===== config.mk =====
export PLATFORM = sky130hd
export DESIGN_NAME = lva_decode
export DESIGN_NICKNAME = d
export VERILOG_FILES = /design/src/hdl/lva_pkg.sv /design/src/hdl/lva_decode.sv
export SDC_FILE = /design/constraint.sdc
export NUM_CORES = 1
export LEC_CHECK = 0
export ABC_AREA = 1
export BUFFER_PORTS_ARGS = -buffer_cell sky130_fd_sc_hd__buf_4
export CORE_MARGIN = 4
export CORE_UTILIZATION = 30
export DETAILED_ROUTE_END_ITERATION = 12
export MAX_ROUTING_LAYER = met4
export PLACE_DENSITY = 0.91
export SLEW_MARGIN = 10
export SYNTH_ARGS = -nofsm -noshare
export SYNTH_HDL_FRONTEND = slang
export SYNTH_SLANG_ARGS = --single-unit

===== constraint.sdc =====
create_clock -name vclk -period 5.1
set_clock_uncertainty 0.1 [all_clocks]
set_input_delay 1.02 -clock vclk [all_inputs]
set_output_delay 1.02 -clock vclk [all_outputs]
set_load 0.02 [all_outputs]

===== src/hdl/lva_pkg.sv =====
`default_nettype none
package lva_pkg;

  localparam int OFF_W      = 10;
  localparam int TGT_W      = 34;
  localparam int PASS_W     = 10;
  localparam int MAX_PASSES = 1000;

  typedef logic [31:0] set_t;

  typedef struct packed {
    logic       cf;
    logic [2:0] op;
  } kind_t;

  typedef struct packed {
    logic [OFF_W-1:0] off;
    kind_t            kind;
    logic [3:0]       len;
    logic [31:0]      disp;
  } info_t;

  typedef struct packed {
    logic done;
    logic found;
  } srch_sts_t;

  localparam set_t ALL_SET  = 32'hFFFF_FFFF;
  localparam set_t EXIT_SET = 32'h0000_F039;
  localparam set_t CALL_USE = 32'h0000_03C6;
  localparam set_t CALL_DEF = 32'h0001_0FC7;
  localparam set_t RET_USE  = 32'h0000_F039;
  localparam set_t SYS_USE  = 32'h0000_07C5;
  localparam set_t SYS_DEF  = 32'h0001_0803;

  localparam logic [2:0] OP_NONE    = 3'd0;
  localparam logic [2:0] OP_OTHER   = 3'd1;
  localparam logic [2:0] OP_CALL    = 3'd2;
  localparam logic [2:0] OP_RET     = 3'd3;
  localparam logic [2:0] OP_SYSCALL = 3'd4;
  localparam logic [2:0] OP_JCC     = 3'd5;
  localparam logic [2:0] OP_LOOP    = 3'd6;
  localparam logic [2:0] OP_RSVD    = 3'd7;

endpackage
`default_nettype wire


===== src/hdl/lva_decode.sv =====
`default_nettype none
module lva_decode (
  input  logic          insn_valid,
  input  logic [2:0]    op_class,
  input  logic [15:0]   read_mask,
  input  logic [15:0]   write_mask,
  input  logic          flags_read,
  input  logic          flags_written,
  input  logic          control_flow,
  output lva_pkg::set_t use_set,
  output lva_pkg::set_t def_set,
  output lva_pkg::kind_t kind
);
  import lva_pkg::*;

  always_comb begin
    use_set   = ALL_SET;
    def_set   = ALL_SET;
    kind.cf   = control_flow;
    kind.op   = op_class;
    if (insn_valid && op_class != OP_NONE) begin
      use_set = {15'd0, flags_read, read_mask};
      def_set = {15'd0, flags_written, write_mask};
      if (op_class == OP_CALL) begin
        use_set = use_set | CALL_USE;
        def_set = def_set | CALL_DEF;
      end
      if (op_class == OP_RET) begin
        use_set = use_set | RET_USE;
      end
      if (op_class == OP_SYSCALL) begin
        use_set = use_set | SYS_USE;
        def_set = def_set | SYS_DEF;
      end
    end
  end

endmodule
`default_nettype wire


======== After elaboration in Yosys (flattened, before gate mapping) ========
Index checks and enable logic that the tools add are counted.
Widths: inputs -> output; s select.
operators by class
  $add $sub $neg .......................... 0
  $mul .................................... 0
  divide/modulo/power cells ............... 0
  magnitude comparators ................... 0
  equality and inequality tests ........... 3
  shift-type cells ........................ 0
  mux-type cells .......................... 7
  bitwise logic cells ..................... 0
  reduce and logical (&&, ||, !) cells .... 2
operators with widths
  cell                count
  $mux 32             2
  $mux 17             2
  $mux 16             1
  $mux 11             1
  $mux 10             1
  $eq 3x2->1 const B  2
  $eq 3x3->1 const B  1
  $reduce_bool 3->1   1
  $logic_and 1x1->1   1
word-level totals
  register bits ........................... 0
  latch bits .............................. 0
  bits in writable memories ............... 0
  ROM bits ................................ 0
  output and inout bits ................... 68
  word-level logic and storage cells ...... 12
  memories kept ........................... 0

======== Longest topological paths before layout ========
Gate-level depths: netlist of the first run.
  word-level depth ........................ 5
  mapped depth ............................ 5
  gate-level depth less buffers ........... 5

======== Worst setup path before layout of the first run ========
OpenSTA, ideal clock, no wires.
  path kind ............................... input to output
  start ................................... input op_class[0]
  end ..................................... output def_set[18]
  data arrival time ....................... 2.320 ns
  path slack .............................. 1.660 ns
  stages .................................. 5
  path buffers ............................ 2
  path through ............................ o21ai_4 > o21ai_4 > buf_6 > inv_1 > buf_4
between the ends
  longest elaborated chain between the ends .. 3
ends and longest elaborated chain
  element            line              text
  start, declared    lva_decode.sv:4   input logic [2:0] op_class,
  $reduce_bool 3->1  lva_decode.sv:21  if (insn_valid && op_class != OP_NONE) begin
  $logic_and 1x1->1  lva_decode.sv:21
  $mux 32            lva_decode.sv:21
  end, declared      lva_decode.sv:11  output lva_pkg::set_t def_set,
No other way between the ends.

======== Final worst setup path of the first run ========
  start ................................... input op_class[0]
  end ..................................... output def_set[30]
Same word-level chain as after synthesis.

==> impl_metrics.tcl, run 1 <==
set metrics [dict create \
    status "complete, no violations" \
    wl_met2_um 1130 \
    diodes 0 \
    fillers 141 \
    layout-drive-gt1-share_pct 63.9 \
    drc 0 \
    rsz0062_at_grt "false" \
    hold_buffers 0 \
    path_cells "buf_4 > o21ai_4 > o21ai_4 > inv_1 > buf_4" \
    fmax_mhz 280 \
    endpoint_kind "output port" \
    power_density_nw_per_um2 137 \
    cp_data_required_time_ns 3.98 \
    crit_path_top_delay_cell "inv_1" \
    whs_ns 1.94 \
    ir_drop_mv 0.0626 \
    hold_violations 0 \
    crit_type "in2out" \
    yosys.area.top_type_share_pct 42.2 \
    holdCritStartpoint "control_flow" \
    num-clock-buffers 0 \
    synth.largest_area_cell "buf_4" \
    fp.coreArea_um2 1780 \
    min_period_ns 3.57 \
    yosys_warnings 0 \
    ant_nets 0 \
    cp_max_fo 30 \
    wl_um 2200 \
    layout_commonest_cell "buf_4" \
    viasPerCell 3.89 \
    dp_worst_setup_slack_ns 1.48 \
    grt_max_degree 31 \
    die_w_um 52.2 \
    seqCellArea_um2 0 \
    hold_class "in2out" \
    rows 15 \
    wl_per_cell_um 10.8 \
    finalSetupViolCount 0 \
    synth_area_um2 587 \
    area_growth_pct 95.5 \
    m1WireLength_um 716 \
    finalMaxSlewViolations 0 \
    synth_nets 148 \
    io_pins 107 \
    grt_pass1_vias 715 \
    slowest_delay_ns 0.59 \
    synth_cells 109 \
    p_leak_nw 0.729 \
    cp-start-kind "primary input" \
    synth_area_leaders "buf_4, nand2_1, inv_1" \
    grt_pass1_wl_um 3040 \
    finalCritPeriodShare_pct 70.0 \
    post_cts_buffers 0 \
    wl_met3_um 356 \
    grt_usage_pct 14.3 \
    cts_resized 0 \
    grt-ovfl-total 0 \
    multi_input_area_um2 234 \
    ys_seq_area_share_pct 0 \
    highest_layer "met3" \
    slew_headroom_pct 50.7 \
    place.gp.congestion 0.737 \
    fin_nets 221 \
    drt_iter0_markers 12 \
    vias 797 \
    max_cap_violations 0 \
    critPathArrivalTime_ns 2.45 \
    antenna_found_initial 0 \
    final_cell_mix "buf_4, nand2_1, inv_1" \
    tightest_slew_ns 0.739 \
    initial_utilization_pct 32.9 \
    fin_setup_tns_ns 0 \
    design.seq.count 0 \
    avgSynthCellArea_um2 5.38 \
    port_buffers 105 \
    die-area_um2 2730 \
    die_y_um 52.2 \
    synth_cell_types 9 \
    cp-startpoint "op_class[0]" \
    hpwl_um 2010 \
    dr.pass1.iters 4 \
    finalWorstSetupSlack_ns 1.53 \
]
## path summary, 6_finish.rpt
kind	endpoint	slack (ns)	cells past startpoint
worst max-delay path	def_set[30]	1.53	5
worst min-delay path	kind[3]	1.94	0
## cells in the mapped netlist
cell type	number
buf_4	33
nand2_1	29
inv_1	25
or2_2	7
nor2_1	10
nand3_1	1
buf_6	1
nor2_2	1
o21ai_4	2
## power breakdown
group          leakage (nW)  switching [mW]  internal, mW
clock network             0               0             0
logic                 0.729          0.0858        0.0710
registers                 0               0             0
## worst max-delay path: cells and delay by family
family / cells / cell delay [ns]
compound gates: 2 / 0.44
buf+inv: 3 / 0.99
## metrics by stage
step,instances,cell area (um^2),power (mW),util (%)
2_1_floorplan,109,587,0.104,-
3_3_place_gp,205,1150,0.156,64.4
3_5_place_dp,205,1150,0.159,64.4
4_1_cts,205,1150,0.159,64.4
5_1_grt,205,1150,0.167,64.4
6_report,205,1150,0.157,64.4
## area by class of cell
cell class / instances / area share, %
inverters: 25 / 8.18
multi-input cells: 50 / 20.4
well taps: 25 / 2.73
repair buffers: 105 / 68.7
## kinds of logic (layout without fill, tap and decap cells)
logic type	Yosys count	after routing	synth area share (%)
AOI/OAI and AO/OA	2	2	5.54
buffers and inverters	59	130	60.1
and+or+nand+nor	48	48	34.3
## metal layers
layer  GRT usage, %  vias up
met5              -        -
met4              0        0
met3           4.84        0
met2           28.9       62
met1           13.9      322
li1               -      413
Note: power is estimated with default switching activity, not from simulation.
==> inputs of run 2 (changes only) <==
Settings changed: CORE_UTILIZATION 30 to 25, PLACE_DENSITY 0.91 to 0.81.
Clock period 5.1 ns to 3.21 ns, I/O delays scaled along.
==> impl_metrics.tcl, run 2 (synthesized netlist as in run 1, its figures left out) <==
set metrics [dict create \
    grt_usage_pct 10.6 \
    rsz0062_at_grt "false" \
    grt_pass1_wl_um 2880 \
    final_cell_mix "buf_4, nand2_1, inv_1" \
    fin_cells 209 \
    post_cts_buffers 0 \
    tightest_slew_ns 0.428 \
    port_buffers 105 \
    grt_pass1_vias 650 \
    dr.pass1.iters 2 \
    max_cap_violations 0 \
    num-clock-buffers 0 \
    grt-ovfl-total 0 \
    power_frac_clock_pct 0 \
    hold_violations 0 \
    status "complete, no violations" \
    crit_type "in2out" \
    wl_um 1900 \
    place.gp.congestion 0.744 \
    critPathArrivalTime_ns 1.79 \
    fillers 232 \
    hpwl_um 1680 \
    fin_nets 222 \
    p_comb_share_pct 100.0 \
    cp-start-kind "primary input" \
    wl_per_cell_um 9.09 \
    drt_iter0_markers 11 \
    whs_ns 1.18 \
    viasPerCell 3.69 \
    antenna_found_initial 0 \
    die_w_um 56.5 \
    p_leak_nw 0.734 \
    finalMaxSlewViolations 0 \
    dp.cells 209 \
    layout-drive-gt1-share_pct 64.1 \
    fin_area_um2 1160 \
    drc 0 \
    p_int_mw 0.114 \
    slew_headroom_pct 71.4 \
    finalWorstSetupSlack_ns 0.676 \
    hold_buffers 0 \
    diodes 0 \
    fp.coreArea_um2 2230 \
    finalCritPeriodShare_pct 78.9 \
    cp_data_required_time_ns 2.47 \
    layout_commonest_cell "buf_4" \
    die_y_um 56.5 \
    min_period_ns 2.53 \
    initial_utilization_pct 26.3 \
    fin_setup_tns_ns 0 \
    io_pins 107 \
    die-area_um2 3190 \
    cts_resized 0 \
    hold_class "in2out" \
    area_growth_pct 97.4 \
    finalSetupViolCount 0 \
    seq_power_share_pct 0 \
    fmax_mhz 395 \
    p_switching_mw 0.134 \
    rows 17 \
    ir_drop_mv 0.102 \
    dp_worst_setup_slack_ns 0.645 \
    endpoint_kind "output port" \
    design.seq.count 0 \
    switching_share_pct 54.0 \
    grt_max_degree 31 \
    vias 772 \
    seqCellArea_um2 0 \
    min_delay_path_depth 0 \
    ant_nets 0 \
    dpl_cell_area_um2 1160 \
    cp_max_fo 30 \
    power_density_nw_per_um2 214 \
]
==> run 2: path summary, 6_finish.rpt <==
path / slack [ns] / end / start
worst max-delay path: 0.68 / def_set[17] / op_class[0]
worst min-delay path: 1.18 / kind[3] / control_flow
==> run 2: metrics by stage <==
stage | util (%) | power [mW]
floorplan | - | 0.166
global placement | 51.9 | 0.249
detailed placement | 51.9 | 0.251
CTS | 51.9 | 0.251
global route | 51.9 | 0.265
finish | 51.9 | 0.247
==> run 2: cell type report <==
cell class	count	area [um^2]	share of cell area, %
inverters	25	93.8	8.10
multi-input cells	50	234	20.2
well taps	28	35.0	3.02
repair buffers	106	796	68.7
==> run 2: power by group through the flow <==
stage	logic [mW]	registers [mW]	clock network, mW
floorplan	0.166	0	0
global placement	0.249	0	0
detailed placement	0.251	0	0
CTS	0.251	0	0
global route	0.265	0	0
finish	0.247	0	0
==> run 2: metal layers <==
layer | up-vias | GRT usage (%) | routed length, um
met1 | 299 | 12.4 | 648
met4 | 0 | 0 | 0
li1 | 417 | - | -
met5 | - | - | 0
met2 | 56 | 19.1 | 969
met3 | 0 | 2.76 | 281
==> run 2: worst max-delay path, stage by stage <==
cell and delay (ns):
buf_4 0.13, o21ai_4 0.27, o21ai_4 0.20, inv_1 0.09, buf_4 0.26, buf_4 0.19
==> inputs of run 3 (changes only) <==
Clock period 3.21 ns to 2.3 ns, I/O delays scaled along.
==> impl_metrics.tcl, run 3 (synthesized netlist as in run 1, its figures left out) <==
set metrics [dict create \
    finalSetupViolCount 0 \
    p_int_mw 0.159 \
    seq_power_share_pct 0 \
    place.gp.congestion 0.688 \
    fin_area_um2 1160 \
    endpoint_kind "output port" \
    cp_data_required_time_ns 1.74 \
    fin_cells 209 \
    multi_input_area_um2 234 \
    p_switching_mw 0.189 \
    tightest_slew_ns 0.399 \
    finalCritPeriodShare_pct 89.6 \
    rows 17 \
    hpwl_um 1770 \
    power_density_nw_per_um2 299 \
    fin_setup_tns_ns 0 \
    grt_usage_pct 11.1 \
    diodes 0 \
    wl_um 1960 \
    die_w_um 56.5 \
    die_y_um 56.5 \
    ir_drop_mv 0.160 \
    design.seq.count 0 \
    vias 788 \
    power_frac_clock_pct 0 \
    cp-start-kind "primary input" \
    area_growth_pct 98.1 \
    cp_max_fo 30 \
    viasPerCell 3.77 \
    drt_iter0_markers 19 \
    hold_buffers 0 \
    hold_violations 0 \
    port_buffers 105 \
    total_power_mw 0.348 \
    critPathArrivalTime_ns 1.50 \
    wl_per_cell_um 9.37 \
    fin_nets 222 \
    max_cap_violations 0 \
    num-clock-buffers 0 \
    drc 0 \
    post_cts_buffers 0 \
    final_cell_mix "buf_4, nand2_1, inv_1" \
    min_period_ns 2.06 \
    io_pins 107 \
    hold_class "in2out" \
    status "complete, no violations" \
    slew_headroom_pct 73.3 \
    grt_pass1_wl_um 3040 \
    die-area_um2 3190 \
    layout_commonest_cell "buf_4" \
    p_comb_share_pct 100.0 \
    ant_nets 0 \
    seqCellArea_um2 0 \
    dr.pass1.iters 3 \
    grt_pass1_vias 710 \
    p_leak_nw 0.729 \
    initial_utilization_pct 26.3 \
    fmax_mhz 485 \
    grt-ovfl-total 0 \
    rsz0062_at_grt "false" \
    finalMaxSlewViolations 0 \
    fillers 236 \
    switching_share_pct 54.3 \
    crit_type "in2out" \
    grt_max_degree 31 \
    dpl_cell_area_um2 1160 \
    dp.cells 209 \
    layout-drive-gt1-share_pct 64.6 \
    fp.coreArea_um2 2230 \
    cts_resized 0 \
    antenna_found_initial 0 \
]
[run 3: cell count changes in the layout (fill, tap and decap cells not counted), sizes merged]
cell | previous run | this run
clkinvlp | 0 | 1
inv | 25 | 24
[run 3: stage by stage]
step / setup WS, ns / hold slack (ns) / utilization, %
3_5_place_dp: 0.223 / 0.820 / 52.0
6_report: 0.239 / 0.820 / 52.0
5_1_grt: 0.117 / 0.820 / 52.0
2_1_floorplan: 0.175 / 0.933 / -
3_3_place_gp: 0.257 / 0.820 / 52.0
4_1_cts: 0.219 / 0.820 / 52.0
[run 3: final timing paths]
check | to | cells past startpoint | start | slack, ns
worst max-delay path | def_set[18] | 5 | op_class[0] | 0.24
worst min-delay path | kind[3] | 0 | control_flow | 0.82
[run 3: power by group through the flow]
stage	Combinational [mW]	Clock (mW)	Sequential [mW]
5_1_grt	0.373	0	0
2_1_floorplan	0.232	0	0
4_1_cts	0.353	0	0
6_report	0.348	0	0
3_5_place_dp	0.352	0	0
3_3_place_gp	0.349	0	0
[run 3: worst max-delay path: stages]
cell	delay (ns)
buf_4	0.13
o21ai_4	0.26
o21ai_4	0.11
clkinvlp_4	0.32
buf_4	0.22
[run 3: layout make-up]
class              count  area share (%)
inverters             25            8.40
multi-input cells     50            20.1
well taps             28            3.01
repair buffers       106            68.5
[run 3: per-layer routing]
layer  up-vias  share of wire [%]  track usage [%]
met1       318                 33             11.7
met5         -                  0                -
met4         0                  0                0
met3         0                 15             3.45
li1        416                  -                -
met2        54                 52             21.1
