===== src/hdl/lva_pkg.sv =====
`default_nettype none
package lva_pkg;

  localparam int OFF_W      = 10;
  localparam int TGT_W      = 34;
  localparam int PASS_W     = 10;
  localparam int MAX_PASSES = 1000;

  typedef logic [31:0] set_t;

  typedef struct packed {
    logic       cf;
    logic [2:0] op;
  } kind_t;

  typedef struct packed {
    logic [OFF_W-1:0] off;
    kind_t            kind;
    logic [3:0]       len;
    logic [31:0]      disp;
  } info_t;

  typedef struct packed {
    logic done;
    logic found;
  } srch_sts_t;

  localparam set_t ALL_SET  = 32'hFFFF_FFFF;
  localparam set_t EXIT_SET = 32'h0000_F039;
  localparam set_t CALL_USE = 32'h0000_03C6;
  localparam set_t CALL_DEF = 32'h0001_0FC7;
  localparam set_t RET_USE  = 32'h0000_F039;
  localparam set_t SYS_USE  = 32'h0000_07C5;
  localparam set_t SYS_DEF  = 32'h0001_0803;

  localparam logic [2:0] OP_NONE    = 3'd0;
  localparam logic [2:0] OP_OTHER   = 3'd1;
  localparam logic [2:0] OP_CALL    = 3'd2;
  localparam logic [2:0] OP_RET     = 3'd3;
  localparam logic [2:0] OP_SYSCALL = 3'd4;
  localparam logic [2:0] OP_JCC     = 3'd5;
  localparam logic [2:0] OP_LOOP    = 3'd6;
  localparam logic [2:0] OP_RSVD    = 3'd7;

endpackage
`default_nettype wire


===== src/hdl/lva_search.sv =====
`default_nettype none
module lva_search #(
  parameter int MAX_INSNS = 64
) (
  input  logic                              clk,
  input  logic                              rst_n,
  input  logic                              wr_en,
  input  logic [$clog2(MAX_INSNS)-1:0]      wr_addr,
  input  logic [lva_pkg::OFF_W-1:0]         wr_off,
  input  logic                              start,
  input  logic signed [lva_pkg::TGT_W-1:0]  tgt,
  input  logic [$clog2(MAX_INSNS+1)-1:0]    n,
  output lva_pkg::srch_sts_t                sts,
  output logic [$clog2(MAX_INSNS)-1:0]      hit_idx
);
  import lva_pkg::*;

  localparam int IW = $clog2(MAX_INSNS);
  localparam int CW = $clog2(MAX_INSNS + 1);

  logic [OFF_W-1:0]        off_mem [MAX_INSNS];
  logic [OFF_W-1:0]        off_rd_r;
  logic                    busy_r;
  logic                    chk_r;
  logic [CW-1:0]           j_r;
  logic [IW-1:0]           jd_r;
  logic signed [TGT_W-1:0] tgt_r;
  srch_sts_t               sts_r;
  logic [IW-1:0]           hit_r;
  logic                    match;

  assign match   = tgt_r == $signed({{(TGT_W-OFF_W){1'b0}}, off_rd_r});
  assign sts     = sts_r;
  assign hit_idx = hit_r;

  always_ff @(posedge clk) begin
    if (wr_en) begin
      off_mem[wr_addr] <= wr_off;
    end
    off_rd_r <= off_mem[j_r[IW-1:0]];
  end

  always_ff @(posedge clk) begin
    if (!rst_n) begin
      busy_r <= 1'b0;
      chk_r  <= 1'b0;
      sts_r  <= '0;
    end else begin
      sts_r <= '0;
      if (start) begin
        busy_r <= 1'b1;
        chk_r  <= 1'b0;
        j_r    <= '0;
        tgt_r  <= tgt;
      end else if (busy_r) begin
        chk_r <= (j_r < n);
        jd_r  <= j_r[IW-1:0];
        if (j_r < n) begin
          j_r <= j_r + CW'(1);
        end
        if (chk_r) begin
          if (match) begin
            busy_r     <= 1'b0;
            chk_r      <= 1'b0;
            sts_r.done <= 1'b1;
            sts_r.found <= 1'b1;
            hit_r      <= jd_r;
          end else if (CW'(jd_r) == n - CW'(1)) begin
            busy_r     <= 1'b0;
            chk_r      <= 1'b0;
            sts_r.done <= 1'b1;
          end
        end
      end
    end
  end

endmodule
`default_nettype wire


===== config.mk =====
export PLATFORM = sky130hd
export DESIGN_NAME = lva_search
export DESIGN_NICKNAME = d
export VERILOG_FILES = /design/src/hdl/lva_pkg.sv /design/src/hdl/lva_search.sv
export SDC_FILE = /design/constraint.sdc
export NUM_CORES = 1
export LEC_CHECK = 0
export BUFFER_PORTS_ARGS = -buffer_cell sky130_fd_sc_hd__clkbuf_2
export CORE_ASPECT_RATIO = 0.8
export CORE_MARGIN = 3
export CORE_UTILIZATION = 45
export CTS_CLUSTER_DIAMETER = 200
export DETAILED_ROUTE_END_ITERATION = 16
export SLEW_MARGIN = 20
export SYNTH_ARGS = -nofsm -noshare
export SYNTH_HDL_FRONTEND = slang
export SYNTH_SLANG_ARGS = --single-unit

===== constraint.sdc =====
create_clock -name clk -period 2.92 [get_ports clk]
set_input_delay 0.292 -clock clk [delete_from_list [all_inputs] [get_ports clk]]
set_output_delay 0.292 -clock clk [all_outputs]
set_load 0.005 [all_outputs]

### Yosys cells after proc, flatten, opt, wreduce, memory -nomap -nowiden

Memories as Yosys holds them, arrays and structs flattened. A register that Yosys moved wholly into a read port is not among the register bits.
Cells that the tools add are included.

| word-level totals | value |
|---|---|
| flip-flop bits (word level) | 57 |
| bits in writable memories | 640 |
| memories kept | 1 |

| cells by class | value |
|---|---|
| add/subtract/negate cells | 2 |
| magnitude comparators | 1 |
| equal/unequal tests | 2 |
| mux-type cells | 15 |
| bitwise logic cells | 4 |
| reduce and logical (&&, ||, !) cells | 8 |

Memories:

| name | depth | width | rd ports | clocked after Yosys merged registers in | wr ports | line | RTL |
|---|---|---|---|---|---|---|---|
| off_mem | 64 | 10 | 1 | 1 | 1 | lva_search.sv:21 | `logic [OFF_W-1:0] off_mem [MAX_INSNS];` |

Operators with widths:

| operator | count |
|---|---|
| $eq 34x11->1 | 1 |
| $mux 7 | 2 |
| $mux 1 | 13 |
| $add 7x1->7 const B | 1 |
| $eq 6x7->1 | 1 |
| $lt 7x7->1 | 1 |
| $sub 7x1->7 const B | 1 |
| $reduce_and 3->1 | 2 |
| $reduce_and 5->1 | 1 |
| $not 1->1 | 4 |
| $reduce_bool 2->1 | 2 |
| $reduce_or 4->1 | 1 |
| $reduce_and 2->1 | 1 |
| $reduce_or 2->1 | 1 |

### Logic depth before layout (Yosys ltp)

Gate-level depths: netlist of run 1.

| logic depth | value |
|---|---|
| depth in word-level cells | 7 |
| gate-level depth with buffers | 9 |
| depth with buffers taken out | 7 |

### Least setup slack after synthesis of run 1

Ideal clock, no wire load.

| timing path | value |
|---|---|
| path type | register -> register |
| start | register j_r[1] |
| end | register off_rd_r[3] (read register of off_mem) |
| library setup time | 134 ps |
| arrival time | 2,090 ps |
| setup slack | 696 ps |
| stages on the path, launching flop included | 8 |
| path buffers | 3 |
| cell sequence | edfxtp_1 > buf_2 > buf_2 > buf_1 > mux4_2 > a22oi_1 > a21oi_1 > or4_1 |

RTL lines:

| element | line | RTL |
|---|---|---|
| start, declared | lva_search.sv:25 | `logic [CW-1:0] j_r;` |
| start signal, assigned | lva_search.sv:59 | `j_r <= j_r + CW'(1);` |
| end, declared | lva_search.sv:22 | `logic [OFF_W-1:0] off_rd_r;` |

==> results of run 1 <==
-- path summary, 6_finish.rpt --
path	to	cells after the start
worst max-delay path	off_rd_r[1]	7
worst min-delay path	j_r[3]	2
worst max register to register	off_rd_r[1]	7
worst min register to register	hit_idx[4]	0
-- cells in the mapped netlist (8+ instances only) --
cell type  instances
a211oi_1           9
a21o_1             9
a21oi_1           24
a22o_1            18
a22oi_1           35
buf_2             21
buf_4              9
clkbuf_1          32
dfxtp_1           14
edfxtp_1         693
ha_1               8
inv_1              9
mux2i_1           48
mux4_2           136
nand2_1           13
nand3_1            8
nor2_1            78
nor2b_1            9
o221ai_1          17
xnor2_1            9
xor2_1            13
-- sequential cells by signal (all words and copies together) (netlist names), 2 cells and up --
signal    count
off_mem     640
tgt_r        34
off_rd_r     10
j_r           7
hit_idx       6
jd_r          6
sts           2
-- critical path, stage by stage (launching register included) --
cell,delay [ns]
edfxtp_1,0.45
buf_12,0.22
buf_4,0.28
mux4_2,0.55
a22o_1,0.23
a211oi_1,0.52
a21oi_1,0.16
a21o_1,0.21
-- power groups by stage --
stage               registers [mW]  logic [mW]  clock network (mW)
floorplan                     11.5       0.737                   0
global placement              11.6        1.32                   0
detailed placement            11.6        1.34                   0
CTS                           11.3        1.39                8.47
global route                  11.4        1.47                8.85
finish                        11.4        1.37                8.27
-- through the flow --
stage / utilization, % / total power, mW / area (µm²) / setup slack, ns / instances
floorplan: - / 12.3 / 27200 / 0.696 / 1302
global placement: 49.6 / 12.9 / 29300 / 0.0948 / 2197
detailed placement: 49.6 / 12.9 / 29300 / 0.121 / 2197
CTS: 53.7 / 21.2 / 31700 / 0.0966 / 2347
global route: 53.7 / 21.7 / 31700 / 0.0468 / 2347
finish: 53.7 / 21.0 / 31700 / 0.148 / 2347
-- routing by layer --
layer	GRT usage, %	vias up	wire [µm]
met1	31.4	7212	29300
li1	-	5912	-
met5	0	-	21
met4	4.09	4	963
met3	4.45	81	4560
met2	30.0	477	28300
-- cell families (layout without fill, tap and decap cells) --
logic type                 after synthesis  in the layout  synth area share [%]
and+or+nand+nor                        153            153                  2.72
xor gates and xnor gates                22             22                 0.708
DFF                                    707            707                  77.5
adders and majority gates                8              8                 0.368
buffers and inverters                   80            356                  1.55
AOI/OAI and AO/OA                      148            148                  4.13
muxes                                  184            184                  13.0
-- final cells by class --
| cell class | instances | area, µm² | area share (%) |
|---|---|---|---|
| Multi-Input combinational cell | 515 | 5720 | 18.1 |
| Tap cell | 769 | 962 | 3.04 |
| Clock inverter | 21 | 154 | 0.486 |
| Clock buffer | 93 | 1890 | 5.96 |
| Sequential cell | 707 | 21100 | 66.6 |
| Timing Repair Buffer | 233 | 1830 | 5.78 |
| Inverter | 9 | 33.8 | 0.107 |
-- timing repair --
item,in CTS,in global routing
setup buffers,0,0
endpoints found under the hold margin,36,0
endpoints found under the setup margin,0,1
gates resized for setup,0,1
hold buffers,36,0
==> flow_summary.yaml, run 1 <==
placement:
  gp_congestion: 0.796
  io_buffer_count: 68
  dp_hpwl_mm: 40.3
critical_path:
  cp_max_fo: 20
  r2r_start: "j_r[0]"
  arrival_ns: 3.27
  worst_setup_path_end_kind: "flop"
  crit_required_ns: 3.42
  crit_start: "j_r[0]"
  critPathKind: "flop to flop"
  reg2reg_slack_ns: 0.15
  start_kind: "flop"
floorplanning:
  ios: 69
  coreArea_um2: 59000
  die_area_um2: 63500
  rows: 79
  initial_core_util_pct: 46.1
  die_width_um: 281
  die_h_um: 226
drt:
  drc_errors: 0
  drt_iter0_markers: 1624
  via_per_inst: 5.83
  vias: 13700
  wl_mm: 63.2
  wl_per_cell_um: 26.9
  drtAntennaViolNets: 0
  drtPass1Iterations: 6
power_and_ir_drop:
  power_frac_seq_pct: 54.1
  power.density_nw_per_um2: 663
  clock_power_share_pct: 39.4
  p_leak_nw: 10.4
  power.switching_mw: 4.46
  ir_worst_vdd_v: 0.000573
  pwr-share-comb_pct: 6.5
  p_sw_share_pct: 21.3
  p_int_mw: 16.5
logic_synthesis:
  ys_types: 50
  synth-edff-count: 693
  synth_top_area_share_pct: 76.5
  synth_fp_nets: 1371
  netlist_instances: 1302
  ys_seq_area_share_pct: 77.5
  synth.area.top_cells: "edfxtp_1 76%, mux4_2 11%, mux2i_1 1.8%"
  ys_warn_count: 0
  ys_async_sr_fraction_pct: 0
  synth_flop_cell: "edfxtp_1"
  netlist_area_um2: 27200
  ys_ff_latch: 707
  syn_area_per_cell_um2: 20.9
  synth.largest_area_cell: "edfxtp_1"
finish:
  areaGrowthSynthToFinish_pct: 16.4
  drive_gt1_share_pct: 27.2
  fillerInstances: 4507
  final_common_cell: "edfxtp_1"
  antenna_cells: 0
  nets: 1603
  layout_common_cells: "693 x edfxtp_1, 136 x mux4_2, 116 x buf_4, 77 x nor2_1, 71 x clkbuf_16"
timing:
  setup_viol: 0
  final_max_slew_viol_count: 0
  rsz0062_at_grt: "false"
  hold_violations: 0
  holdWs_ns: 0.127
  final.period_utilization_pct: 94.9
  fin_crit_ns: 2.77
  fmax_mhz: 361
  tightest_slew_ns: 1.03
  max_slew_margin_pct: 30.8
  finalSetupTns_ns: 0
  finClkSkew_ns: 0.0231
clock_network:
  h-tree-depth: 3
  cts_sinks: 707
  clk_pin_slew_ns: 0.06
  clock-root-buffer: "clkbuf_16"
  clock_path_buffers: 3
  clock_latency_ns: 0.60
  cts_buffers: 68
  cts_tree: "done"
outcome:
  status: "complete, no violations"
global_routing:
  grt_use_total_pct: 20.3
  antenna_found_initial: 2
  grt_max_degree: 65
  grt_pass1_wl_mm: 93.2
  grt_overflow: 0
  first_global_vias: 13800
flow_run:
  maxCapViolCount: 0
min_path:
  hp-class: "input port to flop"
  hp-start: "start"
Power figures use the tool's default switching activity.
==> inputs of run 2 (changes only) <==
- clock period: 2.92 -> 2.7 ns (I/O delays scaled with it)
==> run 2 against run 1 <==
Register-to-register slack worse by 0.04 ns. Highest routed layer unchanged. Non-clock buffer count is 20 higher. Design area is 1.4% higher. Worst setup slack worse by 0.044 ns. Critical endpoint is now off_rd_r[9]. Worst hold slack better by 0.00070 ns. Sequential share of layout area is 0.92 points lower. Utilization is 0.75 points higher. Final cell count is 1.3% higher. Global-route usage hardly changed.
==> flow_summary.yaml, run 2 (synthesized netlist as in run 1, its figures left out) <==
timing:
  finClkSkew_ns: 0.0224
  holdWs_ns: 0.128
  finalSetupTns_ns: 0
  setup_viol: 0
  fin_crit_ns: 2.60
  hold_violations: 0
  final_max_slew_viol_count: 0
  fmax_mhz: 385
  finalWorstSetupSlack_ns: 0.104
  tightest_slew_ns: 1.09
  max_slew_margin_pct: 27.0
  final.period_utilization_pct: 96.1
  rsz0062_at_grt: "false"
placement:
  placed_cell_area_um2: 29400
  dp_hpwl_mm: 39.3
  dp_cells: 2209
  gp_congestion: 0.790
  dpl_worst_slack_ns: -0.0942
  io_buffer_count: 68
critical_path:
  slowest_delay_ns: 0.52
  cpMaxStageDelayCell: "a2111oi_0"
  worst_setup_path_end_kind: "flop"
  cpLargestDelayFamily: "compound AO/OA/AOI/OAI gates"
  crit_required_ns: 3.19
  cp_max_fo: 14
  cp_num_buf_inv: 2
  arrival_ns: 3.09
  critPathKind: "flop to flop"
  timing.critical_path.cells: "buf_12 > mux4_2 > a22o_1 > a2111oi_0 > buf_4 > a311oi_1 > a21o_1"
  start_kind: "flop"
finish:
  fin_util_pct: 54.4
  drive_gt1_share_pct: 29.1
  layout_common_cells: "693 x edfxtp_1, 136 x mux4_2, 132 x buf_4, 77 x nor2_1, 75 x clkbuf_16"
  largest_reg_flops: 640
  fin_area_um2: 32100
  top_register: "off_mem"
  layout.cells.non_filler: 2377
  nets: 1625
  top_regs: "off_mem: 640 flops, tgt_r: 34 flops, off_rd_r: 10 flops"
  final_common_cell: "edfxtp_1"
  areaGrowthSynthToFinish_pct: 18.1
power_and_ir_drop:
  clock_power_share_pct: 40.2
  p_int_mw: 18.2
  power.density_nw_per_um2: 721
  p_sw_share_pct: 21.4
  total_power_mw: 23.1
  pwr-share-comb_pct: 6.7
  power.switching_mw: 4.96
  p_leak_nw: 10.6
  power_frac_seq_pct: 53.0
  ir_worst_vdd_v: 0.000547
drt:
  drt-met1-wl_mm: 28.9
  wl_met3_mm: 5.18
  wl_per_cell_um: 26.8
  drtPass1Iterations: 5
  drt_iter0_markers: 1408
  top_layer_used: "met5"
  vias: 13800
  drc_errors: 0
  via_per_inst: 5.82
  dr_wl_met2_mm: 28.4
  wl_mm: 63.6
  drtAntennaViolNets: 0
global_routing:
  first_global_vias: 14000
  antenna_found_initial: 2
  grt_max_degree: 65
  grt_overflow: 0
  grt_pass1_wl_mm: 93.6
  grt_use_total_pct: 20.3
floorplanning:
  die_area_um2: 63500
  coreArea_um2: 59000
  die_width_um: 281
  rows: 79
  ios: 69
  die_h_um: 226
  initial_core_util_pct: 46.1
clock_network:
  cts_buffers: 70
  clk_pin_slew_ns: 0.06
  clock-root-buffer: "clkbuf_16"
  cts_tree: "done"
  h-tree-depth: 3
  clock_path_buffers: 3
  cts_sinks: 707
  clock_latency_ns: 0.60
min_path:
  hp-class: "input port to flop"
outcome:
  status: "complete, no violations"
flow_run:
  maxCapViolCount: 0
## run 2: changes by cell type in the layout (fill, tap and decap cells not counted), sizes merged, moves of 2 or more
cell,delta
buf,+17
bufinv,+2
clkinv,+4
clkinvlp,+7
## run 2: final cells by class
cell class / instances / area [µm²]
clock inverter: 35 / 300
timing repair buffer: 253 / 2090
antenna: 1 / 2.50
clock buffer: 88 / 1880
sequential: 707 / 21100
inverter: 9 / 33.8
tap: 769 / 962
fill: 4499 / 26900
multi-input combinational: 515 / 5760
## run 2: worst paths after layout
path / end / startpoint / slack, ns / cells after the start
min: j_r[5] / start / 0.13 / 2
min reg2reg: hit_idx[0] / jd_r[0] / 0.48 / 0
max: off_rd_r[9] / j_r[0] / 0.10 / 7
max reg2reg: off_rd_r[9] / j_r[0] / 0.10 / 7
## run 2: routing by layer
| layer | vias up | track usage [%] |
|---|---|---|
| li1 | 5968 | - |
| met1 | 7246 | 30.8 |
| met2 | 529 | 29.8 |
| met3 | 80 | 5.17 |
| met4 | 2 | 4.94 |
| met5 | - | 0 |
## run 2: worst register-to-register path: cells and delay by family (launching register included)
kind / cells / cell delay, ns
multiplexers: 1 / 0.52
flip-flops: 1 / 0.47
buffers and inverters: 2 / 0.41
AO/OA/AOI/OAI: 4 / 1.09
## run 2: timing repair
item / 4_1_cts / 5_1_grt
endpoints found under the hold margin: 35 / 0
resized for setup: 8 / 4
hold buffers: 35 / 0
gates cloned: 0 / 3
endpoints found under the setup margin: 6 / 6
buffers inserted: 0 / 6
## run 2: power by group through the flow
stage          combinational [mW]  sequential (mW)  clock [mW]
2_1_floorplan               0.797             12.5           0
3_3_place_gp                 1.45             12.5           0
3_5_place_dp                 1.47             12.5           0
4_1_cts                      1.53             12.3        9.53
5_1_grt                      1.67             12.3        10.0
6_report                     1.56             12.3        9.32
==> inputs of run 3 (changes only) <==
- clock period: 2.7 -> 2.45 ns (I/O delays scaled with it)
==> run 3 against run 2 <==
The run now ends with setup timing left. Non-clock buffer count increased by 37. Combinational power increased by 22%. Routed wire length increased by 0.30%. Design area up 2.2%. Total power rose by 11%. Final cell count is 1.6% higher. Worst setup slack got worse by 0.14 ns. First-iteration DRC count grew 11%. Worst hold slack worse by 0.069 ns. Die area unchanged. Critical path type unchanged. Largest power group unchanged. Highest routed layer unchanged.
==> flow_summary.yaml, run 3 (synthesized netlist as in run 1, its figures left out) <==
outcome:
  status: "finished, violations left"
  failed_checks: "setup timing"
critical_path:
  ff2ff_path_depth: 7
  reg2reg_slack_ns: -0.04
  worst_setup_path_end_kind: "flop"
  r2r_start: "j_r[0]"
  reg2reg_to: "off_rd_r[3]"
  start_kind: "flop"
  timing.critical_path.cells: "buf_12 > buf_12 > mux4_2 > a22o_1 > a221oi_2 > nor3_1 > or4_1"
  crit_required_ns: 2.92
  slowest_delay_ns: 0.53
  cp_max_fo: 7
  arrival_ns: 2.96
  cp_common_cell: "buf_12"
  crit_start: "j_r[0]"
  critPathKind: "flop to flop"
  cpMaxStageDelayCell: "or4_1"
  crit_end: "off_rd_r[3]"
timing:
  holdWs_ns: 0.0596
  rsz0062_at_grt: "true"
  setup_viol: 5
  final.period_utilization_pct: 101
  tightest_slew_ns: 0.839
  fmax_mhz: 402
  max_slew_margin_pct: 44.1
  final_max_slew_viol_count: 0
  fin_crit_ns: 2.49
  hold_violations: 0
  finClkSkew_ns: 0.0213
  finalWorstSetupSlack_ns: -0.0352
flow_run:
  maxCapViolCount: 0
min_path:
  hp-class: "input port to flop"
  hp-start: "start"
finish:
  top_regs: "off_mem: 640 flops, tgt_r: 34 flops, off_rd_r: 10 flops"
  top_register: "off_mem"
  nets: 1663
  fillerInstances: 4401
  final_common_cell: "edfxtp_1"
  areaGrowthSynthToFinish_pct: 20.6
  fin_util_pct: 55.6
  layout.cells.non_filler: 2415
  drive_gt1_share_pct: 32.8
  layout_common_cells: "693 x edfxtp_1, 150 x buf_4, 136 x mux4_2, 77 x nor2_1, 77 x clkbuf_16"
  largest_reg_flops: 640
drt:
  wl_mm: 63.8
  wl_per_cell_um: 26.4
  vias: 13900
  drtAntennaViolNets: 0
  via_per_inst: 5.76
  drt_iter0_markers: 1563
  drtPass1Iterations: 5
  drc_errors: 0
global_routing:
  grt_max_degree: 65
  busiest_layer: "met1"
  grt_use_total_pct: 20.4
  met1_usage_pct: 31.2
  use_met3_pct: 5.19
  first_global_vias: 14100
  grt_use_met2_pct: 29.8
  grt_overflow: 0
  antenna_found_initial: 2
  grt_pass1_wl_mm: 94.1
floorplanning:
  die_width_um: 281
  die_area_um2: 63500
  die_h_um: 226
  rows: 79
  coreArea_um2: 59000
  initial_core_util_pct: 46.1
  ios: 69
power_and_ir_drop:
  total_power_mw: 25.8
  p_leak_nw: 10.9
  ir_worst_vdd_v: 0.000458
  power.density_nw_per_um2: 785
placement:
  dp_hpwl_mm: 40.0
  dp_cells: 2240
  gp_congestion: 0.806
  io_buffer_count: 68
clock_network:
  h-tree-depth: 3
  cts_tree: "done"
  clock_latency_ns: 0.61
  cts_sinks: 707
  cts_buffers: 71
  clock-root-buffer: "clkbuf_16"
  clk_pin_slew_ns: 0.06
  clock_path_buffers: 3
[run 3: area by class of cell]
cell class                      count  area [µm²]  area share, %
Multi-Input combinational cell    515        6020           18.3
Clock inverter                     35         254          0.774
Timing Repair Buffer              290        2520           7.69
Clock buffer                       89        1940           5.91
Inverter                            9        33.8          0.103
Sequential cell                   707       21100           64.2
Antenna cell                        1        2.50        0.00762
Tap cell                          769         962           2.93
[run 3: worst min path at each step]
stage                               end  cells past startpoint
after global placement         tgt_r[2]                      1
after global routing             busy_r                      3
after floorplan           off_mem[0][0]                      0
after detailed placement      tgt_r[13]                      1
after CTS                        j_r[0]                      2
final                            j_r[0]                      2
[run 3: layer usage]
layer  vias to the layer above  share of wire, %
met5                         -             0.017
met4                         2               1.5
met3                        77               8.0
met2                       500                45
met1                      7303                46
li1                       6022                 -
[run 3: where the power goes]
part	internal, mW	total, mW	switching [mW]
Combinational	0.850	1.91	1.06
Sequential	13.4	13.5	0.0850
Clock	5.92	10.3	4.41
Total	20.2	25.8	5.56
[run 3: what timing repair did]
action | in CTS | in global routing
resized for setup | 47 | 34
buffers inserted | 13 | 2
cloned | 1 | 2
pin swaps | 16 | 17
hold endpoints to repair | 35 | 0
setup endpoints to repair | 10 | 10
hold buffers | 35 | 0
[run 3: worst max-delay path, delay by kind of cell, from the launching register on]
kind,cells,cell delay [ns]
flops,1,0.44
buf+inv,2,0.32
compound gates,2,0.46
mux,1,0.51
simple gates,2,0.62
[run 3: metrics by stage]
step | TNS, ns | cell area (µm²) | setup slack (ns)
final | -0.0767 | 32800 | -0.0352
after floorplan | 0 | 27200 | 0.226
after CTS | -0.509 | 32600 | -0.0870
after global placement | -1.75 | 29700 | -0.421
after detailed placement | -2.16 | 29700 | -0.462
after global routing | -0.646 | 32800 | -0.0925
